`src/sv/bbc_pkg.sv`:
```
// shared types, character codes and error codes of the bracket balance checker
package bbc_pkg;

    // error codes carried on the verdict
    localparam logic [2:0] ERR_NONE      = 3'd0;
    localparam logic [2:0] ERR_UNMATCHED = 3'd1;
    localparam logic [2:0] ERR_WRONG     = 3'd2;
    localparam logic [2:0] ERR_UNCLOSED  = 3'd3;
    localparam logic [2:0] ERR_OVERFLOW  = 3'd4;

    // ascii characters of interest
    localparam logic [7:0] CH_LPAREN  = 8'h28;
    localparam logic [7:0] CH_RPAREN  = 8'h29;
    localparam logic [7:0] CH_LSQUARE = 8'h5B;
    localparam logic [7:0] CH_RSQUARE = 8'h5D;
    localparam logic [7:0] CH_LCURLY  = 8'h7B;
    localparam logic [7:0] CH_RCURLY  = 8'h7D;
    localparam logic [7:0] CH_NEWLINE = 8'h0A;

    // bracket kinds as kept on the stack
    localparam int unsigned KIND_W = 2;
    localparam logic [KIND_W-1:0] BK_PAREN  = 2'd0;
    localparam logic [KIND_W-1:0] BK_SQUARE = 2'd1;
    localparam logic [KIND_W-1:0] BK_CURLY  = 2'd2;

    // stack commands from the checker, at most one of push and pop
    typedef struct packed {
        logic push;
        logic pop;
        logic clear;
    } t_stack_op;

    typedef struct packed {
        logic empty;
        logic full;
    } t_stack_flags;

    function automatic logic [KIND_W-1:0] bracket_kind(input logic [7:0] ch);
        logic [KIND_W-1:0] k;
        case (ch)
            CH_LPAREN, CH_RPAREN:   k = BK_PAREN;
            CH_LSQUARE, CH_RSQUARE: k = BK_SQUARE;
            default:                k = BK_CURLY;
        endcase
        return k;
    endfunction

    function automatic logic [7:0] opener_ascii(input logic [KIND_W-1:0] k);
        logic [7:0] ch;
        case (k)
            BK_PAREN:  ch = CH_LPAREN;
            BK_SQUARE: ch = CH_LSQUARE;
            default:   ch = CH_LCURLY;
        endcase
        return ch;
    endfunction

endpackage

```
`src/sv/bbc_stack.sv`:
```
// opener stack: top-of-stack register in front of a memory with registered read
module bbc_stack #(
    parameter int STACK_DEPTH = 64,
    parameter int POS_BITS    = 16
) (
    input  logic                         i_clk,
    input  logic                         i_rst_n,
    input  bbc_pkg::t_stack_op           i_op,
    input  logic [bbc_pkg::KIND_W+2*POS_BITS-1:0] i_push_data,
    output logic [bbc_pkg::KIND_W+2*POS_BITS-1:0] o_top,
    output bbc_pkg::t_stack_flags        o_flags
);
    import bbc_pkg::*;

    localparam int ENT_W  = KIND_W + 2 * POS_BITS;
    localparam int CNT_W  = $clog2(STACK_DEPTH + 1);
    localparam int ADDR_W = $clog2(STACK_DEPTH);

    logic [ENT_W-1:0]  mem [STACK_DEPTH];
    logic [CNT_W-1:0]  r_count, n_count;
    logic [ENT_W-1:0]  r_top, n_top;
    logic [ENT_W-1:0]  r_rdata;
    logic [ENT_W-1:0]  r_byp_data;
    logic              r_byp, n_byp;
    logic              we;
    logic [ADDR_W-1:0] waddr, raddr;
    logic [CNT_W-1:0]  cnt_m1, ncnt_m2;
    logic [ENT_W-1:0]  below;

    // entry just under the top, forwarded when it was written last cycle
    assign below = r_byp ? r_byp_data : r_rdata;

    assign cnt_m1  = r_count - CNT_W'(1);
    assign waddr   = cnt_m1[ADDR_W-1:0];
    assign ncnt_m2 = n_count - CNT_W'(2);
    assign raddr   = ncnt_m2[ADDR_W-1:0];

    always_comb begin
        n_count = r_count;
        n_top   = r_top;
        we      = 1'b0;
        if (i_op.clear) begin
            n_count = '0;
        end else if (i_op.push) begin
            we      = (r_count != '0);
            n_top   = i_push_data;
            n_count = r_count + CNT_W'(1);
        end else if (i_op.pop) begin
            n_top   = below;
            n_count = cnt_m1;
        end
        n_byp = we && (waddr == raddr);
    end

    always_ff @(posedge i_clk) begin
        if (we) begin
            mem[waddr] <= r_top;
        end
        r_rdata <= mem[raddr];
    end

    always_ff @(posedge i_clk) begin
        r_top      <= n_top;
        r_byp_data <= r_top;
        if (!i_rst_n) begin
            r_count <= '0;
            r_byp   <= 1'b0;
        end else begin
            r_count <= n_count;
            r_byp   <= n_byp;
        end
    end

    assign o_top         = r_top;
    assign o_flags.empty = (r_count == '0);
    assign o_flags.full  = (r_count >= CNT_W'(STACK_DEPTH));

endmodule

```
`src/sv/bracket_balance_checker_core.sv`:
```
// top level of the bracket balance checker: position tracking, error latch, verdict register
//
// usage:
//   input channel  (i_valid, o_stall): one text byte per transaction, or a terminator
//     transaction with i_end_of_text high that asks for the verdict of the text so far
//   output channel (o_valid, i_stall): one verdict transaction per terminator, nothing
//     for ordinary bytes
// throughput: one input transaction per cycle while o_stall is low; the stack keeps its top entry
//   in a register and prefetches the entry below it from the stack memory every cycle,
//   so back-to-back pops and pushes never hold off the input
// output: the verdict is registered and appears on o_valid in the cycle after its terminator is accepted
// stall: while a verdict waits and i_stall is high, ordinary bytes are still taken;
//   only a further terminator is held off through o_stall
// reset: synchronous, active low; the stack empties, line and column go to 1, no error
//   is latched and the verdict register is empty; stack memory needs no clearing
// after each terminator the stack, position and error latch are cleared the same way for the next text
// the first error of a text is latched and later bytes are ignored until the terminator
module bracket_balance_checker_core #(
    parameter int STACK_DEPTH = 64,
    parameter int POS_BITS    = 16
) (
    input  logic        i_clk,
    input  logic        i_rst_n,
    input  logic        i_valid,
    output logic        o_stall,
    input  logic [7:0]  i_text_byte,
    input  logic        i_end_of_text,
    output logic        o_valid,
    input  logic        i_stall,
    output logic [2:0]  o_error_kind,
    output logic [15:0] o_err_line,
    output logic [15:0] o_err_col,
    output logic [7:0]  o_bad_char,
    output logic [7:0]  o_open_char,
    output logic [15:0] o_open_line,
    output logic [15:0] o_open_col
);
    import bbc_pkg::*;

    localparam int ENT_W = KIND_W + 2 * POS_BITS;

    // positions go out as their low 16 bits
    function automatic logic [15:0] pos16(input logic [POS_BITS-1:0] p);
        logic [31:0] w;
        w = 32'(p);
        return w[15:0];
    endfunction

    // text position, saturating
    logic [POS_BITS-1:0] r_line, n_line;
    logic [POS_BITS-1:0] r_col, n_col;

    // latched first error
    logic                r_err, n_err;
    logic [2:0]          r_sv_kind, n_sv_kind;
    logic [POS_BITS-1:0] r_sv_line, n_sv_line;
    logic [POS_BITS-1:0] r_sv_col, n_sv_col;
    logic [7:0]          r_sv_bad, n_sv_bad;
    logic [ENT_W-1:0]    r_sv_open, n_sv_open;

    // verdict register
    logic                r_out_valid;
    logic [2:0]          r_out_kind;
    logic [15:0]         r_out_line, r_out_col, r_out_oline, r_out_ocol;
    logic [7:0]          r_out_bad, r_out_ochar;

    t_stack_op           stk_op;
    t_stack_flags        stk_flags;
    logic [ENT_W-1:0]    stk_top;
    logic [ENT_W-1:0]    push_data;

    logic                in_acc, byte_acc, eot_acc;
    logic                is_open, is_closer;
    logic [KIND_W-1:0]   byte_kind, top_kind;
    logic [POS_BITS-1:0] top_line, top_col;
    logic [POS_BITS-1:0] line_inc, col_inc;

    // verdict fields as they leave on a terminator
    logic [2:0]          v_kind;
    logic [POS_BITS-1:0] v_line, v_col;
    logic [7:0]          v_bad;
    logic [ENT_W-1:0]    v_open;

    // only a terminator needs the verdict register, so only a terminator waits on it
    assign o_stall  = r_out_valid && i_stall && i_end_of_text;
    assign in_acc   = i_valid && !o_stall;
    assign byte_acc = in_acc && !i_end_of_text;
    assign eot_acc  = in_acc && i_end_of_text;

    assign is_open   = (i_text_byte == CH_LPAREN) || (i_text_byte == CH_LSQUARE)
                    || (i_text_byte == CH_LCURLY);
    assign is_closer = (i_text_byte == CH_RPAREN) || (i_text_byte == CH_RSQUARE)
                    || (i_text_byte == CH_RCURLY);
    assign byte_kind = bracket_kind(i_text_byte);

    assign top_kind = stk_top[ENT_W-1 -: KIND_W];
    assign top_line = stk_top[2*POS_BITS-1 -: POS_BITS];
    assign top_col  = stk_top[POS_BITS-1:0];

    assign line_inc = (&r_line) ? r_line : r_line + POS_BITS'(1);
    assign col_inc  = (&r_col) ? r_col : r_col + POS_BITS'(1);

    assign push_data = {byte_kind, r_line, r_col};

    // byte processing and error latch
    always_comb begin
        n_line    = r_line;
        n_col     = r_col;
        n_err     = r_err;
        n_sv_kind = r_sv_kind;
        n_sv_line = r_sv_line;
        n_sv_col  = r_sv_col;
        n_sv_bad  = r_sv_bad;
        n_sv_open = r_sv_open;
        stk_op    = '0;

        if (byte_acc && !r_err) begin
            if (i_text_byte == CH_NEWLINE) begin
                n_line = line_inc;
                n_col  = POS_BITS'(1);
            end else begin
                n_col = col_inc;
                if (is_open) begin
                    if (stk_flags.full) begin
                        n_err     = 1'b1;
                        n_sv_kind = ERR_OVERFLOW;
                        n_sv_line = r_line;
                        n_sv_col  = r_col;
                        n_sv_bad  = i_text_byte;
                    end else begin
                        stk_op.push = 1'b1;
                    end
                end else if (is_closer) begin
                    if (stk_flags.empty) begin
                        n_err     = 1'b1;
                        n_sv_kind = ERR_UNMATCHED;
                        n_sv_line = r_line;
                        n_sv_col  = r_col;
                        n_sv_bad  = i_text_byte;
                    end else begin
                        stk_op.pop = 1'b1;
                        if (top_kind != byte_kind) begin
                            n_err     = 1'b1;
                            n_sv_kind = ERR_WRONG;
                            n_sv_line = r_line;
                            n_sv_col  = r_col;
                            n_sv_bad  = i_text_byte;
                            n_sv_open = stk_top;
                        end
                    end
                end
            end
        end

        // terminator: clear for the next text
        if (eot_acc) begin
            stk_op.clear = 1'b1;
            n_line       = POS_BITS'(1);
            n_col        = POS_BITS'(1);
            n_err        = 1'b0;
        end
    end

    // verdict: latched error, else innermost unclosed opener, else balanced
    always_comb begin
        v_kind = ERR_NONE;
        v_line = '0;
        v_col  = '0;
        v_bad  = '0;
        v_open = '0;
        if (r_err) begin
            v_kind = r_sv_kind;
            v_line = r_sv_line;
            v_col  = r_sv_col;
            v_bad  = r_sv_bad;
            if (r_sv_kind == ERR_WRONG) begin
                v_open = r_sv_open;
            end
        end else if (!stk_flags.empty) begin
            v_kind = ERR_UNCLOSED;
            v_line = top_line;
            v_col  = top_col;
            v_bad  = opener_ascii(top_kind);
        end
    end

    always_ff @(posedge i_clk) begin
        r_sv_kind <= n_sv_kind;
        r_sv_line <= n_sv_line;
        r_sv_col  <= n_sv_col;
        r_sv_bad  <= n_sv_bad;
        r_sv_open <= n_sv_open;
        if (eot_acc) begin
            r_out_kind  <= v_kind;
            r_out_line  <= pos16(v_line);
            r_out_col   <= pos16(v_col);
            r_out_bad   <= v_bad;
            r_out_ochar <= (v_kind == ERR_WRONG) ? opener_ascii(v_open[ENT_W-1 -: KIND_W])
                                                 : 8'd0;
            r_out_oline <= pos16(v_open[2*POS_BITS-1 -: POS_BITS]);
            r_out_ocol  <= pos16(v_open[POS_BITS-1:0]);
        end
        if (!i_rst_n) begin
            r_line      <= POS_BITS'(1);
            r_col       <= POS_BITS'(1);
            r_err       <= 1'b0;
            r_out_valid <= 1'b0;
        end else begin
            r_line <= n_line;
            r_col  <= n_col;
            r_err  <= n_err;
            if (eot_acc) begin
                r_out_valid <= 1'b1;
            end else if (!i_stall) begin
                r_out_valid <= 1'b0;
            end
        end
    end

    bbc_stack #(
        .STACK_DEPTH (STACK_DEPTH),
        .POS_BITS    (POS_BITS)
    ) u_stack (
        .i_clk       (i_clk),
        .i_rst_n     (i_rst_n),
        .i_op        (stk_op),
        .i_push_data (push_data),
        .o_top       (stk_top),
        .o_flags     (stk_flags)
    );

    assign o_valid      = r_out_valid;
    assign o_error_kind = r_out_kind;
    assign o_err_line   = r_out_line;
    assign o_err_col    = r_out_col;
    assign o_bad_char   = r_out_bad;
    assign o_open_char  = r_out_ochar;
    assign o_open_line  = r_out_oline;
    assign o_open_col   = r_out_ocol;

    // a terminator always produces a verdict in the next cycle
    a_eot_gives_verdict: assert property (@(posedge i_clk) disable iff (!i_rst_n)
        eot_acc |=> o_valid)
        else $error("no verdict after terminator");

    // a terminator leaves an empty stack and no latched error
    a_eot_clears: assert property (@(posedge i_clk) disable iff (!i_rst_n)
        eot_acc |=> (stk_flags.empty && !r_err && r_line == POS_BITS'(1)
                     && r_col == POS_BITS'(1)))
        else $error("text state not cleared after terminator");

    // once an error is latched, ordinary bytes move neither position nor the stack flags
    a_latched_frozen: assert property (@(posedge i_clk) disable iff (!i_rst_n)
        (r_err && byte_acc) |=> ($stable(r_line) && $stable(r_col) && $stable(stk_flags)))
        else $error("state moved after latched error");

    // push never happens on a full stack, pop never on an empty one
    a_stack_bounds: assert property (@(posedge i_clk) disable iff (!i_rst_n)
        !((stk_op.push && stk_flags.full) || (stk_op.pop && stk_flags.empty)))
        else $error("stack bound violated");

endmodule
```
`config.mk`:
```
export PLATFORM = sky130hd
export DESIGN_NAME = bracket_balance_checker_core
export DESIGN_NICKNAME = d
export VERILOG_FILES = /design/src/sv/bbc_pkg.sv /design/src/sv/bbc_stack.sv /design/src/sv/bracket_balance_checker_core.sv
export SDC_FILE = /design/constraint.sdc
export NUM_CORES = 2
export LEC_CHECK = 0
export BUFFER_PORTS_ARGS = -buffer_cell sky130_fd_sc_hd__buf_4
export CAP_MARGIN = 20
export CORE_ASPECT_RATIO = 2
export CORE_MARGIN = 1
export CORE_UTILIZATION = 25
export DETAILED_ROUTE_END_ITERATION = 8
export PLACE_DENSITY_LB_ADDON = 0.08
export SYNTH_ARGS = -nofsm -noshare
export SYNTH_HDL_FRONTEND = slang
export SYNTH_SLANG_ARGS = --single-unit
```
`constraint.sdc`:
```
create_clock -name i_clk -period 4.4 [get_ports i_clk]
set_input_delay 0.44 -clock i_clk [delete_from_list [all_inputs] [get_ports i_clk]]
set_output_delay 0.44 -clock i_clk [all_outputs]
set_load 0.02 [all_outputs]
```
==> results by group <==
GRT
  • Initial antenna violation count: 21
  • Tot GR Track Use: 0.1920
  • Vias in the first global route: 61580
  • Largest net degree at the start of global routing: 99
  • Grt ovf: 0
  • First-pass GRT wire length: 521600 µm

Die
  • Die area: 389000 µm²
  • Die Height: 881.0 µm
  • FP Rows: 322
  • I/O pins: 98
  • CORE AREA: 384400 µm²
  • Die X-Extent: 441.5 µm
  • Initial Util: 0.2513

STA
  • Max frequency: 230.4 MHz
  • Post-Route Skew: 62.03 ps
  • Tcrit/Tclk final: 0.9865
  • RSZ-0062 raised after global routing: yes
  • Final slew viol count: 0
  • Final TNS setup: 0 ps
  • Count of final setup violators: 0
  • Slew Limit Headroom: 0.2387
  • Worst-Margin Slew: 1142 ps
  • Final Hold Fails: 0
  • Min Tclk post-route: 4341 ps

Final layout
  • P&R area growth vs syn: 22.73%
  • Layout cell share with drive strength beyond 1: 0.1829
  • Fillcell total: 38309
  • Post-route cell area: 118500 µm²
  • Final Instance Count excl. Fillers: 12542
  • Nets: 7341

Place
  • Placed cell count: 12091
  • Placed Area: 110600 µm²
  • Dpl hpwl: 242200 µm
  • RePlAce Congestion: 0.8034
  • Number of port buffers: 95

Power and ir drop
  • Total Power: 46330 µW
  • Peak VDD IR: 310.6 µV
  • Leak Pwr: 0.03919 µW
  • Pwr dens: 390.9 nW/µm²

Yosys
  • Library cells used by synthesis: 69
  • Register bit total from synthesis: 2475
  • Synthesized cell area: 96580 µm²
  • Syn avg cell area: 14.51 µm²
  • Number of enable flip-flop cells after synthesis: 2365
  • Most frequent cells after synthesis: edfxtp_1 (2365), nand2_1 (1298), a21oi_1 (353)
  • Top cell type by total area after synthesis: edfxtp_1
  • Most frequent cell after synthesis: edfxtp_1
  • Seq/Total Area, Yosys: 0.7581
  • Share of the synthesized area in the top cell type: 0.7353
  • Top post-synthesis cells by area: edfxtp_1 (74%), nand2_1 (5.0%), mux2i_1 (2.8%)
  • Yosys warnings: 0
  • Top FF cell, synth: edfxtp_1
  • Synth async-reset ratio: 0
  • Post-Synthesis Cells: 6657

Min path
  • HP Class: primary input to register

Route
  • Pre-antenna DRT Iters: 7
  • DR vias/cell: 4.801
  • Routed wire length per instance: 30.37 µm
  • Final wirelength: 380900 µm
  • DRT antenna net count: 0
  • Vias: 60210
  • DRT iter0 DRCs: 4291
  • Residual DRC: 0

Worst setup path
  • Critical path class: primary input to register
  • CP required: 5260 ps
  • Crit end category: register
  • Crit path launch type: primary input
  • WP data arrival: 5200 ps
  • Max FO, Critical Path: 11

Outcome
  • Run status: complete, no violations

CTS
  • Clock root cell: clkbuf_16
  • Clock transition at path regs: 70 ps
  • Inserted Clock Buffers: 236
  • Worst-case clock buffer depth: 4
  • Worst-Skew Late Latency: 930 ps
  • Total clock sinks: 2475
  • TritonCTS clock tree: done
  • H-tree levels: 4

Flow run
  • Max-cap violations: 0
## through the flow
step	hold WS, ps	setup slack [ps]	utilization
floorplan	454.6	28.68	-
global placement	489.5	-1955	0.2877
detailed placement	506.6	-810.7	0.2879
CTS	176.1	8.436	0.3081
global route	240.0	-43.67	0.3084
finish	283.4	59.40	0.3084
## layer usage
metal	global-route usage	routed length, µm	share of wire
met3	0.01559	11270	0.030
met4	0.05739	12540	0.033
met2	0.3681	208800	0.55
met1	0.2224	148300	0.39
met5	0	0	0
## cell type report
class | instances | area, µm² | area share
flip-flops and latches | 2475 | 73230 | 0.6178
multi-input cells | 3679 | 22150 | 0.1869
repair buffers | 914 | 9373 | 0.07907
clock buffers | 298 | 6414 | 0.05411
well taps | 5022 | 6284 | 0.05301
clock inverters | 128 | 992.2 | 0.008371
inverters | 17 | 76.32 | 0.0006439
diodes | 9 | 22.52 | 0.0001900
## kinds of logic after synthesis
logic type,share of synthesized area
compound gates,0.09532
xor+xnor,0.004081
fa+ha+maj,0.0006477
buf+inv,0.02206
flops,0.7581
mux,0.02851
other cells,0.00003883
simple gates,0.09122
## critical path, cell delays in order
cell and delay, ps:
dlygate4sd3_1 540, buf_4 140, or4b_4 540, a211oi_4 420, nand3_2 200, o22ai_1 210, xnor2_1 170, nand2b_1 200
ha_4 210, inv_1 130, xnor2_4 170, buf_12 160, buf_12 200, a221oi_1 320, o21ai_1 220, a21boi_4 470
buf_4 210, o211a_1 140
## sequential cells by signal (all words and copies together), names as in the netlist
register	flops
o_error_kind	3
u_stack.r_rdata	34
u_stack.r_byp_data	34
r_col	16
r_sv_line	16
o_err_col	16
r_sv_bad	8
u_stack.o_top	34
r_sv_kind	3
o_open_char	3
r_line	16
o_open_line	16
o_bad_char	8
o_open_col	16
u_stack.r_byp	1
o_err_line	16
u_stack.mem	2176
u_stack.r_count	7
r_sv_open	34
o_valid	1
r_err	1
r_sv_col	16
## worst paths after layout
path	from	to	slack [ps]	cells past startpoint
min	i_text_byte[4]	r_sv_bad[4]$_DFFE_PP_	280	2
min reg2reg	r_col[11]$_SDFFE_PP0P_	r_sv_col[11]$_DFFE_PP_	510	0
max reg2reg	r_err$_SDFFE_PP0P_	u_stack.r_rdata[17]$_DFF_P_	60	17
max	i_text_byte[2]	u_stack.r_rdata[17]$_DFF_P_	60	18
## report_power, final
group | internal, µW | switching, µW
clock network | 11200 | 9360
logic | 110 | 233
registers | 25400 | 14.3
## layout by cell type, fill, tap and decap left out, types with 8 or more instances in the layout
cell type         n
clkbuf_1         48
a21boi_0         19
nor2_4           68
o31ai_2          10
nand4_1           9
o31ai_1          24
mux2i_1         274
a311oi_1        136
xor2_1           23
clkinv_1         60
a21oi_1         353
dlygate4sd3_1    11
a22oi_1         102
o21ai_0          74
buf_12          196
diode_2           9
a221oi_1        204
nor3_1           67
a31oi_1         125
xnor2_1          12
o211a_1          36
inv_1            13
nand2_1        1297
buf_4           703
bufinv_16        16
nor3_2            8
a31oi_2          15
a211oi_1        136
nand3_1         291
dfxtp_1         108
and3_1          142
a32oi_1          32
nor2_1           89
clkinv_2         43
clkbuf_16       248
and2_1           38
or3_1             8
edfxtp_1       2365
## repair_timing
item | CTS | global route
pin swaps | 3 | 0
resized for setup | 49 | 14
hold buffers | 11 | 0
hold endpoints to repair | 11 | 0
endpoints found under the setup margin | 29 | 14
gates cloned | 0 | 0
buffers inserted | 3 | 2
Note: power is estimated with default switching activity, not from simulation.
